==> src/cdd_pkg.sv <==
package cdd_pkg;

  localparam int DAY_W  = 5;
  localparam int MON_W  = 4;
  localparam int YEAR_W = 14;
  localparam int CNT_W  = 22;
  localparam int ORD_W  = 2;

  // Quotients by 100 of a clamped year stay below 100.
  localparam int Q_W = 7;
  localparam int DBM_W = 9;

  localparam int MAX_YEAR    = 9999;
  localparam int COUNT_MAX   = 4194303;
  localparam int DAYS_COMMON = 365;
  localparam int CENTURY     = 100;

  // floor(v / 100) == (v * RECIP_100) >> RECIP_SHIFT for every v below 2**14.
  localparam int RECIP_100   = 5243;
  localparam int RECIP_SHIFT = 19;
  localparam int RECIP_W     = 13;
  localparam int PROD_W      = YEAR_W + RECIP_W;

  localparam logic [MON_W-1:0] MON_JAN = 4'd1;
  localparam logic [MON_W-1:0] MON_FEB = 4'd2;
  localparam logic [MON_W-1:0] MON_MAR = 4'd3;
  localparam logic [MON_W-1:0] MON_MAY = 4'd5;
  localparam logic [MON_W-1:0] MON_JUL = 4'd7;
  localparam logic [MON_W-1:0] MON_AUG = 4'd8;
  localparam logic [MON_W-1:0] MON_OCT = 4'd10;
  localparam logic [MON_W-1:0] MON_DEC = 4'd12;

  typedef enum logic [ORD_W-1:0] {
    ORD_EARLIER = 2'd0,
    ORD_EQUAL   = 2'd1,
    ORD_LATER   = 2'd2
  } cdd_order_t;

  typedef struct packed {
    logic [DAY_W-1:0]  day_first;
    logic [MON_W-1:0]  month_first;
    logic [YEAR_W-1:0] year_first;
    logic [DAY_W-1:0]  day_second;
    logic [MON_W-1:0]  month_second;
    logic [YEAR_W-1:0] year_second;
  } cdd_in_t;

  typedef struct packed {
    logic [CNT_W-1:0] day_count;
    logic [ORD_W-1:0] order;
    logic             first_valid;
    logic             second_valid;
  } cdd_out_t;

  // Days before the first of each month in a common year. Month 0 has none,
  // and the month numbers past December run on at 30 days each.
  localparam logic [DBM_W-1:0] DAYS_BEFORE_MONTH [16] = '{
    9'd0,   9'd0,   9'd31,  9'd59,  9'd90,  9'd120, 9'd151, 9'd181,
    9'd212, 9'd243, 9'd273, 9'd304, 9'd334, 9'd365, 9'd395, 9'd425
  };

  function automatic logic [DAY_W-1:0] month_len(input logic [MON_W-1:0] m,
                                                 input logic leap);
    logic [DAY_W-1:0] len;
    if (m == MON_FEB) begin
      len = leap ? 5'd29 : 5'd28;
    end else if (m == MON_JAN || m == MON_MAR || m == MON_MAY || m == MON_JUL ||
                 m == MON_AUG || m == MON_OCT || m == MON_DEC) begin
      len = 5'd31;
    end else begin
      len = 5'd30;
    end
    return len;
  endfunction

endpackage

==> src/calendar_day_difference_unit.sv <==
// Throughput: one date pair per cycle unless out_stall holds the pipeline;
// the four pipeline stages each hold a valid bit and advance whenever the
// stage ahead of them can take their data.
// Reset (rst_n low, synchronous) clears every stage valid bit, so no result
// is shown after reset until a new input transfer has passed the pipeline.
module calendar_day_difference_unit import cdd_pkg::*; (
  input  logic     clk,
  input  logic     rst_n,
  input  logic     in_valid,
  output logic     in_stall,
  input  cdd_in_t  in_data,
  output logic     out_valid,
  input  logic     out_stall,
  output cdd_out_t out_data
);

  // Both dates are handled in two identical lanes: lane 0 is the first
  // date, lane 1 the second.

  // Stage enables. A stage loads when it is empty or when its own content
  // moves on in the same cycle, so a stall backs up stage by stage and
  // bubbles are squeezed out.
  logic st1_vld_r, st2_vld_r, st3_vld_r, st4_vld_r;
  logic st1_en, st2_en, st3_en, st4_en;

  assign st4_en   = !st4_vld_r || !out_stall;
  assign st3_en   = !st3_vld_r || st4_en;
  assign st2_en   = !st2_vld_r || st3_en;
  assign st1_en   = !st1_vld_r || st2_en;
  assign in_stall = !st1_en;

  always_ff @(posedge clk) begin
    if (!rst_n) begin
      st1_vld_r <= 1'b0;
      st2_vld_r <= 1'b0;
      st3_vld_r <= 1'b0;
      st4_vld_r <= 1'b0;
    end else begin
      if (st1_en) st1_vld_r <= in_valid;
      if (st2_en) st2_vld_r <= st1_vld_r;
      if (st3_en) st3_vld_r <= st2_vld_r;
      if (st4_en) st4_vld_r <= st3_vld_r;
    end
  end

  // ---------------------------------------------------------------------
  // Stage 1: clamp the years to the supported range and order the dates.
  // The order compares the clamped year, then month, then day.
  // ---------------------------------------------------------------------
  logic [YEAR_W-1:0] yr_raw [2];
  logic [YEAR_W-1:0] yr_clamp [2];
  logic [YEAR_W-1:0] st1_year_r [2];
  logic [MON_W-1:0]  st1_mon_r [2];
  logic [DAY_W-1:0]  st1_day_r [2];
  cdd_order_t        ord_nxt, st1_ord_r;

  assign yr_raw[0] = in_data.year_first;
  assign yr_raw[1] = in_data.year_second;

  always_comb begin
    for (int i = 0; i < 2; i++) begin
      yr_clamp[i] = (yr_raw[i] > YEAR_W'(MAX_YEAR)) ? YEAR_W'(MAX_YEAR) : yr_raw[i];
    end
    if (yr_clamp[0] != yr_clamp[1]) begin
      ord_nxt = (yr_clamp[0] > yr_clamp[1]) ? ORD_LATER : ORD_EARLIER;
    end else if (in_data.month_first != in_data.month_second) begin
      ord_nxt = (in_data.month_first > in_data.month_second) ? ORD_LATER : ORD_EARLIER;
    end else if (in_data.day_first != in_data.day_second) begin
      ord_nxt = (in_data.day_first > in_data.day_second) ? ORD_LATER : ORD_EARLIER;
    end else begin
      ord_nxt = ORD_EQUAL;
    end
  end

  always_ff @(posedge clk) begin
    if (st1_en) begin
      st1_year_r[0] <= yr_clamp[0];
      st1_year_r[1] <= yr_clamp[1];
      st1_mon_r[0]  <= in_data.month_first;
      st1_mon_r[1]  <= in_data.month_second;
      st1_day_r[0]  <= in_data.day_first;
      st1_day_r[1]  <= in_data.day_second;
      st1_ord_r     <= ord_nxt;
    end
  end

  // ---------------------------------------------------------------------
  // Stage 2: the multiplications. The year and the year minus one are each
  // divided by 100 through a reciprocal product, and 365 times the year is
  // formed for the day count of the whole years.
  // ---------------------------------------------------------------------
  logic [YEAR_W-1:0] yr_less1 [2];
  logic [PROD_W-1:0] prod_y [2];
  logic [PROD_W-1:0] prod_n [2];
  logic [CNT_W-1:0]  y365 [2];
  logic [Q_W-1:0]    st2_qy_r [2];
  logic [Q_W-1:0]    st2_qn_r [2];
  logic [CNT_W-1:0]  st2_y365_r [2];
  logic [YEAR_W-1:0] st2_year_r [2];
  logic [MON_W-1:0]  st2_mon_r [2];
  logic [DAY_W-1:0]  st2_day_r [2];
  cdd_order_t        st2_ord_r;

  always_comb begin
    for (int i = 0; i < 2; i++) begin
      yr_less1[i] = st1_year_r[i] - YEAR_W'(1);
      prod_y[i]   = PROD_W'(st1_year_r[i]) * PROD_W'(RECIP_100);
      prod_n[i]   = PROD_W'(yr_less1[i]) * PROD_W'(RECIP_100);
      y365[i]     = CNT_W'(st1_year_r[i]) * CNT_W'(DAYS_COMMON);
    end
  end

  always_ff @(posedge clk) begin
    if (st2_en) begin
      for (int i = 0; i < 2; i++) begin
        st2_qy_r[i]   <= prod_y[i][RECIP_SHIFT +: Q_W];
        st2_qn_r[i]   <= prod_n[i][RECIP_SHIFT +: Q_W];
        st2_y365_r[i] <= y365[i];
        st2_year_r[i] <= st1_year_r[i];
        st2_mon_r[i]  <= st1_mon_r[i];
        st2_day_r[i]  <= st1_day_r[i];
      end
      st2_ord_r <= st1_ord_r;
    end
  end

  // ---------------------------------------------------------------------
  // Stage 3: leap rule, day number of each date and the validity checks.
  // The day number counts from the first of January of year zero; the
  // leap days of the years before are (y-1)/4 - (y-1)/100 + (y-1)/400 plus
  // the one of year zero itself. Bad months and days still yield a count.
  // ---------------------------------------------------------------------
  logic [YEAR_W-1:0] n_yr [2];
  logic [YEAR_W-1:0] cent_y [2];
  logic              div100 [2];
  logic              leap [2];
  logic [CNT_W:0]    dby [2];
  logic [CNT_W:0]    dnum [2];
  logic [DAY_W-1:0]  mlen [2];
  logic              dvalid [2];
  logic [CNT_W-1:0]  st3_dnum_r [2];
  logic              st3_dvalid_r [2];
  cdd_order_t        st3_ord_r;

  always_comb begin
    for (int i = 0; i < 2; i++) begin
      n_yr[i]   = st2_year_r[i] - YEAR_W'(1);
      cent_y[i] = YEAR_W'(st2_qy_r[i]) * YEAR_W'(CENTURY);
      div100[i] = (cent_y[i] == st2_year_r[i]);
      leap[i]   = div100[i] ? (st2_qy_r[i][1:0] == 2'b00)
                            : (st2_year_r[i][1:0] == 2'b00);
      if (st2_year_r[i] == '0) begin
        dby[i] = '0;
      end else begin
        dby[i] = (CNT_W+1)'(st2_y365_r[i]) + (CNT_W+1)'(1)
               + (CNT_W+1)'(n_yr[i] >> 2) + (CNT_W+1)'(st2_qn_r[i] >> 2)
               - (CNT_W+1)'(st2_qn_r[i]);
      end
      dnum[i] = dby[i] + (CNT_W+1)'(DAYS_BEFORE_MONTH[st2_mon_r[i]])
              + (CNT_W+1)'((st2_mon_r[i] > MON_FEB) && leap[i])
              + (CNT_W+1)'(st2_day_r[i]);
      mlen[i]   = month_len(st2_mon_r[i], leap[i]);
      dvalid[i] = (st2_mon_r[i] >= MON_JAN) && (st2_mon_r[i] <= MON_DEC) &&
                  (st2_day_r[i] != '0) && (st2_day_r[i] <= mlen[i]);
    end
  end

  always_ff @(posedge clk) begin
    if (st3_en) begin
      for (int i = 0; i < 2; i++) begin
        st3_dnum_r[i]   <= dnum[i][CNT_W-1:0];
        st3_dvalid_r[i] <= dvalid[i];
      end
      st3_ord_r <= st2_ord_r;
    end
  end

  // ---------------------------------------------------------------------
  // Stage 4: absolute difference of the day numbers into the output
  // register. Equal dates force a zero count; the count saturates at the
  // field maximum.
  // ---------------------------------------------------------------------
  logic [CNT_W:0]   diff;
  logic [CNT_W:0]   diff_abs;
  logic [CNT_W-1:0] cnt;
  cdd_out_t         out_nxt, out_r;

  always_comb begin
    diff     = (CNT_W+1)'(st3_dnum_r[1]) - (CNT_W+1)'(st3_dnum_r[0]);
    diff_abs = diff[CNT_W] ? (~diff + (CNT_W+1)'(1)) : diff;
    if (st3_ord_r == ORD_EQUAL) begin
      cnt = '0;
    end else if (diff_abs > (CNT_W+1)'(COUNT_MAX)) begin
      cnt = CNT_W'(COUNT_MAX);
    end else begin
      cnt = diff_abs[CNT_W-1:0];
    end
    out_nxt.day_count    = cnt;
    out_nxt.order        = st3_ord_r;
    out_nxt.first_valid  = st3_dvalid_r[0];
    out_nxt.second_valid = st3_dvalid_r[1];
  end

  always_ff @(posedge clk) begin
    if (st4_en) begin
      out_r <= out_nxt;
    end
  end

  assign out_valid = st4_vld_r;
  assign out_data  = out_r;

endmodule

==> config.mk <==
export PLATFORM = sky130hd
export DESIGN_NAME = calendar_day_difference_unit
export DESIGN_NICKNAME = d
export VERILOG_FILES = /design/src/cdd_pkg.sv /design/src/calendar_day_difference_unit.sv
export SDC_FILE = /design/constraint.sdc
export NUM_CORES = 2
export LEC_CHECK = 0
export BUFFER_PORTS_ARGS = -buffer_cell sky130_fd_sc_hd__buf_2
export CAP_MARGIN = 25
export CORE_MARGIN = 2
export CORE_UTILIZATION = 50
export CTS_CLUSTER_DIAMETER = 120
export DETAILED_ROUTE_END_ITERATION = 12
export GPL_TIMING_DRIVEN = 0
export PLACE_DENSITY_LB_ADDON = 0.08
export SLEW_MARGIN = 5
export SYNTH_ARGS = -nofsm -noshare
export SYNTH_HDL_FRONTEND = slang
export SYNTH_SLANG_ARGS = --single-unit
==> constraint.sdc <==
create_clock -name clk -period 7.97 [get_ports clk]
set_input_delay 0.797 -clock clk [delete_from_list [all_inputs] [get_ports clk]]
set_output_delay 0.797 -clock clk [all_outputs]
set_load 0.005 [all_outputs]
==> impl.org <==
** Run status
- Outcome :: finished clean

** Critical path
- The critical path is of the reg2reg type.
- WP data required :: 8270 ps
- Critical-path top delay cell :: sky130_fd_sc_hd__fa_1
- Reg2reg path depth :: 27
- Buffers plus inverters on the worst setup path :: 6
- Kind of cell with the highest combined delay on the critical path :: adder cells
- The worst register-to-register path begins at st1_year_r[0][14].
- Total number of cells along the worst setup path :: 27
- WP data arrival :: 7790 ps
- Endpoint of the lowest-slack register-to-register path :: st2_qn_r[0][13]
- By instance count, the cell type seen most on the critical path is sky130_fd_sc_hd__inv_1.
- Worst-path maximum fanout :: 6
- On the worst path, the slowest cell contributes a delay of 540 ps.
- Capturing element type of the critical path :: register
- The worst setup path is launched from a register.
- For flop-to-flop paths, the worst setup slack is 480 ps.

** STA
- Across the routed clock network, the largest skew measured is 26.9 ps.
- The number of endpoints with negative hold slack in the final report is 0.
- Maximum clock frequency :: 134 MHz
- Setup repair after global routing left no endpoint under its margin.
- Worst relative slew slack :: 30.6%
- Min Tclk post-route :: 7490 ps
- Setup Viol. Count Final :: 0
- Final count of pins violating max slew :: 0
- The final critical path takes up 94.0% of the cycle.
- Final Hold Slack :: 405 ps
- Slew at the pin with the worst max-slew slack :: 1030 ps

** Logic synthesis
- Fraction of synthesized cell area taken by the top area cell type :: 25.1%
- The synthesized design contains 238 enable-type register cells.
- The commonest cells after synthesis are sky130_fd_sc_hd__inv_1, sky130_fd_sc_hd__ha_1, sky130_fd_sc_hd__fa_1, sky130_fd_sc_hd__edfxtp_1, sky130_fd_sc_hd__xnor2_1.
- Counting every net in the synthesized netlist gives 4620.
- For this run, the number of Yosys warnings is 0.
- sky130_fd_sc_hd__ha_1 takes more of the synthesized area than any other cell.
- Post-Synthesis Cells :: 3495
- A synthesized cell averages 10.1 sq um.
- Sequential cell area fraction in the yosys report :: 20.6%
- The most used flip-flop cell after synthesis is sky130_fd_sc_hd__edfxtp_1.
- Top cells by area in the synthesized netlist :: sky130_fd_sc_hd__ha_1, sky130_fd_sc_hd__fa_1, sky130_fd_sc_hd__edfxtp_1
- Cell with the most instances after synthesis :: sky130_fd_sc_hd__inv_1
- In this run the cell area of the synthesized design comes to 35100 sq um.
- Flops & latches, synth :: 242
- After synthesis, the share of flip-flops with an asynchronous set or reset is 0%.
- Distinct cell type count after synthesis :: 82

** Floorplanning
- Die Height :: 269 um
- Core box area :: 69800 sq um
- Die area :: 72400 sq um
- Count of pins on the block boundary :: 78
- Row generation in the floorplan step produced 97 rows.
- The initial utilization of the core area, before any placement, comes to 50.3%.
- The die is 269 um wide.

** Clock tree
- In this run the number of H-tree levels came out at 1.
- Clock latency on the worst-skew pair, taken at its later pin, is 580 ps.
- The number of clock buffers added by TritonCTS is 30.
- Hold buffer count at cts :: 0
- TritonCTS sink count :: 242
- CTS placed an instance of sky130_fd_sc_hd__clkbuf_16 at the clock tree root.
- TritonCTS built the clock tree.
- Clock buffer depth :: 3
- After clock tree synthesis, the clock-pin slew on the worst setup and hold paths is 60 ps.

** GRT
- The via count of the first global-routing pass came to 24776.
- All-layer global routing usage :: 22.5%
- Maximum number of pins on one net before global-route repair :: 69
- Global-route wire length before repair :: 128000 um
- Global-route congestion overflow total :: 0
- The initial antenna violation count was 4.

** Detailed routing
- In the final routed layout, each cell accounts on average for 16.9 um.
- For this block, the initial DRC count from the detailed router was 1153.
- Remaining antenna violation count :: 0
- Via density per instance :: 5.15
- Vias post-DR :: 23721
- Final wirelength :: 77900 um
- For this run, design rule violations remaining after detail routing come to 0.
- The pre-antenna-repair detailed-routing pass consisted of 7 iterations.

** Layout
- From synthesis to final layout, the design area changed by 8.76%.
- In the final design database the tool counted 4764 nets.
- Leaving out filler cells and counting taps, the final layout contains 4604.
- Cells with a size suffix above 1 make up 6.58% of the layout.

** Place
- Buffers placed on the I/O ports in this run total 77.
- At the end of routability-driven placement, the weighted congestion stood at 0.892.
- Detailed placement ended at an HPWL of 66900 um.
- Placed cells :: 4515

** Run
- Max-cap violations in this run came to 0.

** Hold path
- The startpoint identified for the worst hold timing path is st1_mon_r[0][4].
- The worst hold path terminates at st2_mon_r[0][4].
- Along the worst hold path, the cell count comes to 0.
- Path type of the worst min-delay path :: reg2reg
[state kept, by name (all words and copies together) (netlist names)]
register and count:
st2_year_r 28, out_valid 1, st3_vld_r 1, st3_dnum_r 44, st2_mon_r 8, st2_ord_r 2
st1_ord_r 2, st3_ord_r 2, st3_dvalid_r 2, st2_qn_r 14, st2_y365_r 40, st1_vld_r 1
st1_day_r 10, st1_mon_r 8, st1_year_r 28, out_data 26, st2_vld_r 1, st2_qy_r 14
st2_day_r 10
[layout by cell type (no fill, tap or decap), drive strengths merged, types with 13 or more instances in the layout]
cell,synthesis,routed
inv,864,871
o21a,34,34
o31ai,13,13
a21oi,138,138
nor2,153,153
o21ai,79,79
xnor2,179,179
o21bai,16,16
nand2b,30,30
ha,704,704
and3,20,20
fa,371,371
edfxtp,238,238
buf,11,122
nand4,26,26
clkbuf,24,57
a211oi,22,22
a21o,60,60
nand3,55,55
nor2b,33,33
nor4,20,20
and2,14,14
nor3,48,48
nand2,102,102
xor2,70,70
[cell families after synthesis]
| kind of cell | count (synthesis) | synth area share [%] |
|---|---|---|
| adder cells (fa/ha/maj) | 1075 | 46.2 |
| buffers and inverters | 899 | 9.69 |
| AND/OR/NAND/NOR | 542 | 7.80 |
| AO/OA/AOI/OAI | 473 | 9.06 |
| XOR/XNOR | 249 | 6.21 |
| flip-flops | 242 | 20.6 |
| multiplexers | 15 | 0.474 |
[metal layers]
metal  up-vias  routed length [um]  GRT usage [%]
met1     11448               37500           32.0
met3        86                3710           3.21
met5         -                   0              0
met2       386               34700           36.3
li1      11801                   -              -
met4         0                2010           5.59
[final cells by class]
cell class / count / area [sq um]
Fill cell: 6304 / 31600
Multi-Input combinational cell: 2354 / 24600
Sequential cell: 242 / 7230
Inverter: 864 / 3240
Tap cell: 940 / 1180
Clock buffer: 33 / 793
Timing Repair Buffer: 112 / 702
Clock inverter: 23 / 262
Buffer: 35 / 160
Antenna cell: 1 / 2.50
[worst max path at each step]
| stage | start | end | slack (ps) |
|---|---|---|---|
| detailed placement | st1_year_r[0][15] | st2_qn_r[0][12] | -880 |
| global placement | st1_year_r[0][15] | st2_qn_r[0][12] | -1260 |
| global route | st1_year_r[0][1] | st2_qn_r[0][6] | 20 |
| CTS | st1_year_r[0][3] | st2_qn_r[0][6] | 5 |
| finish | st1_year_r[0][14] | st2_qn_r[0][13] | 480 |
| floorplan | st1_year_r[0][16] | st2_qn_r[0][12] | 770 |
[worst register-to-register path, delay by kind of cell (launching register included)]
family	cells	cell delay (ps)
buf+inv	6	830
xor+xnor	2	380
compound gates	6	1590
simple gates	6	1010
fa+ha+maj	7	2970
flops	1	460
[timing repair]
item,4_1_cts,5_1_grt
gates resized for setup,12,14
buffers inserted,8,21
pin swaps,2,1
setup endpoints to repair,10,9
[through the flow]
stage | setup TNS, ps | util [%] | cell area [sq um] | setup WS (ps)
final | 0 | 54.8 | 38200 | 482
after global routing | 0 | 54.8 | 38200 | 17.3
after CTS | 0 | 54.4 | 38000 | 4.64
after detailed placement | -4970 | 52.7 | 36800 | -876
after global placement | -7370 | 52.6 | 36700 | -1260
after floorplan | 0 | - | 35100 | 772
Power is left out: the tool's default activity adds up to more than one toggle a clock period on the data nets, which glitch-free logic cannot reach.
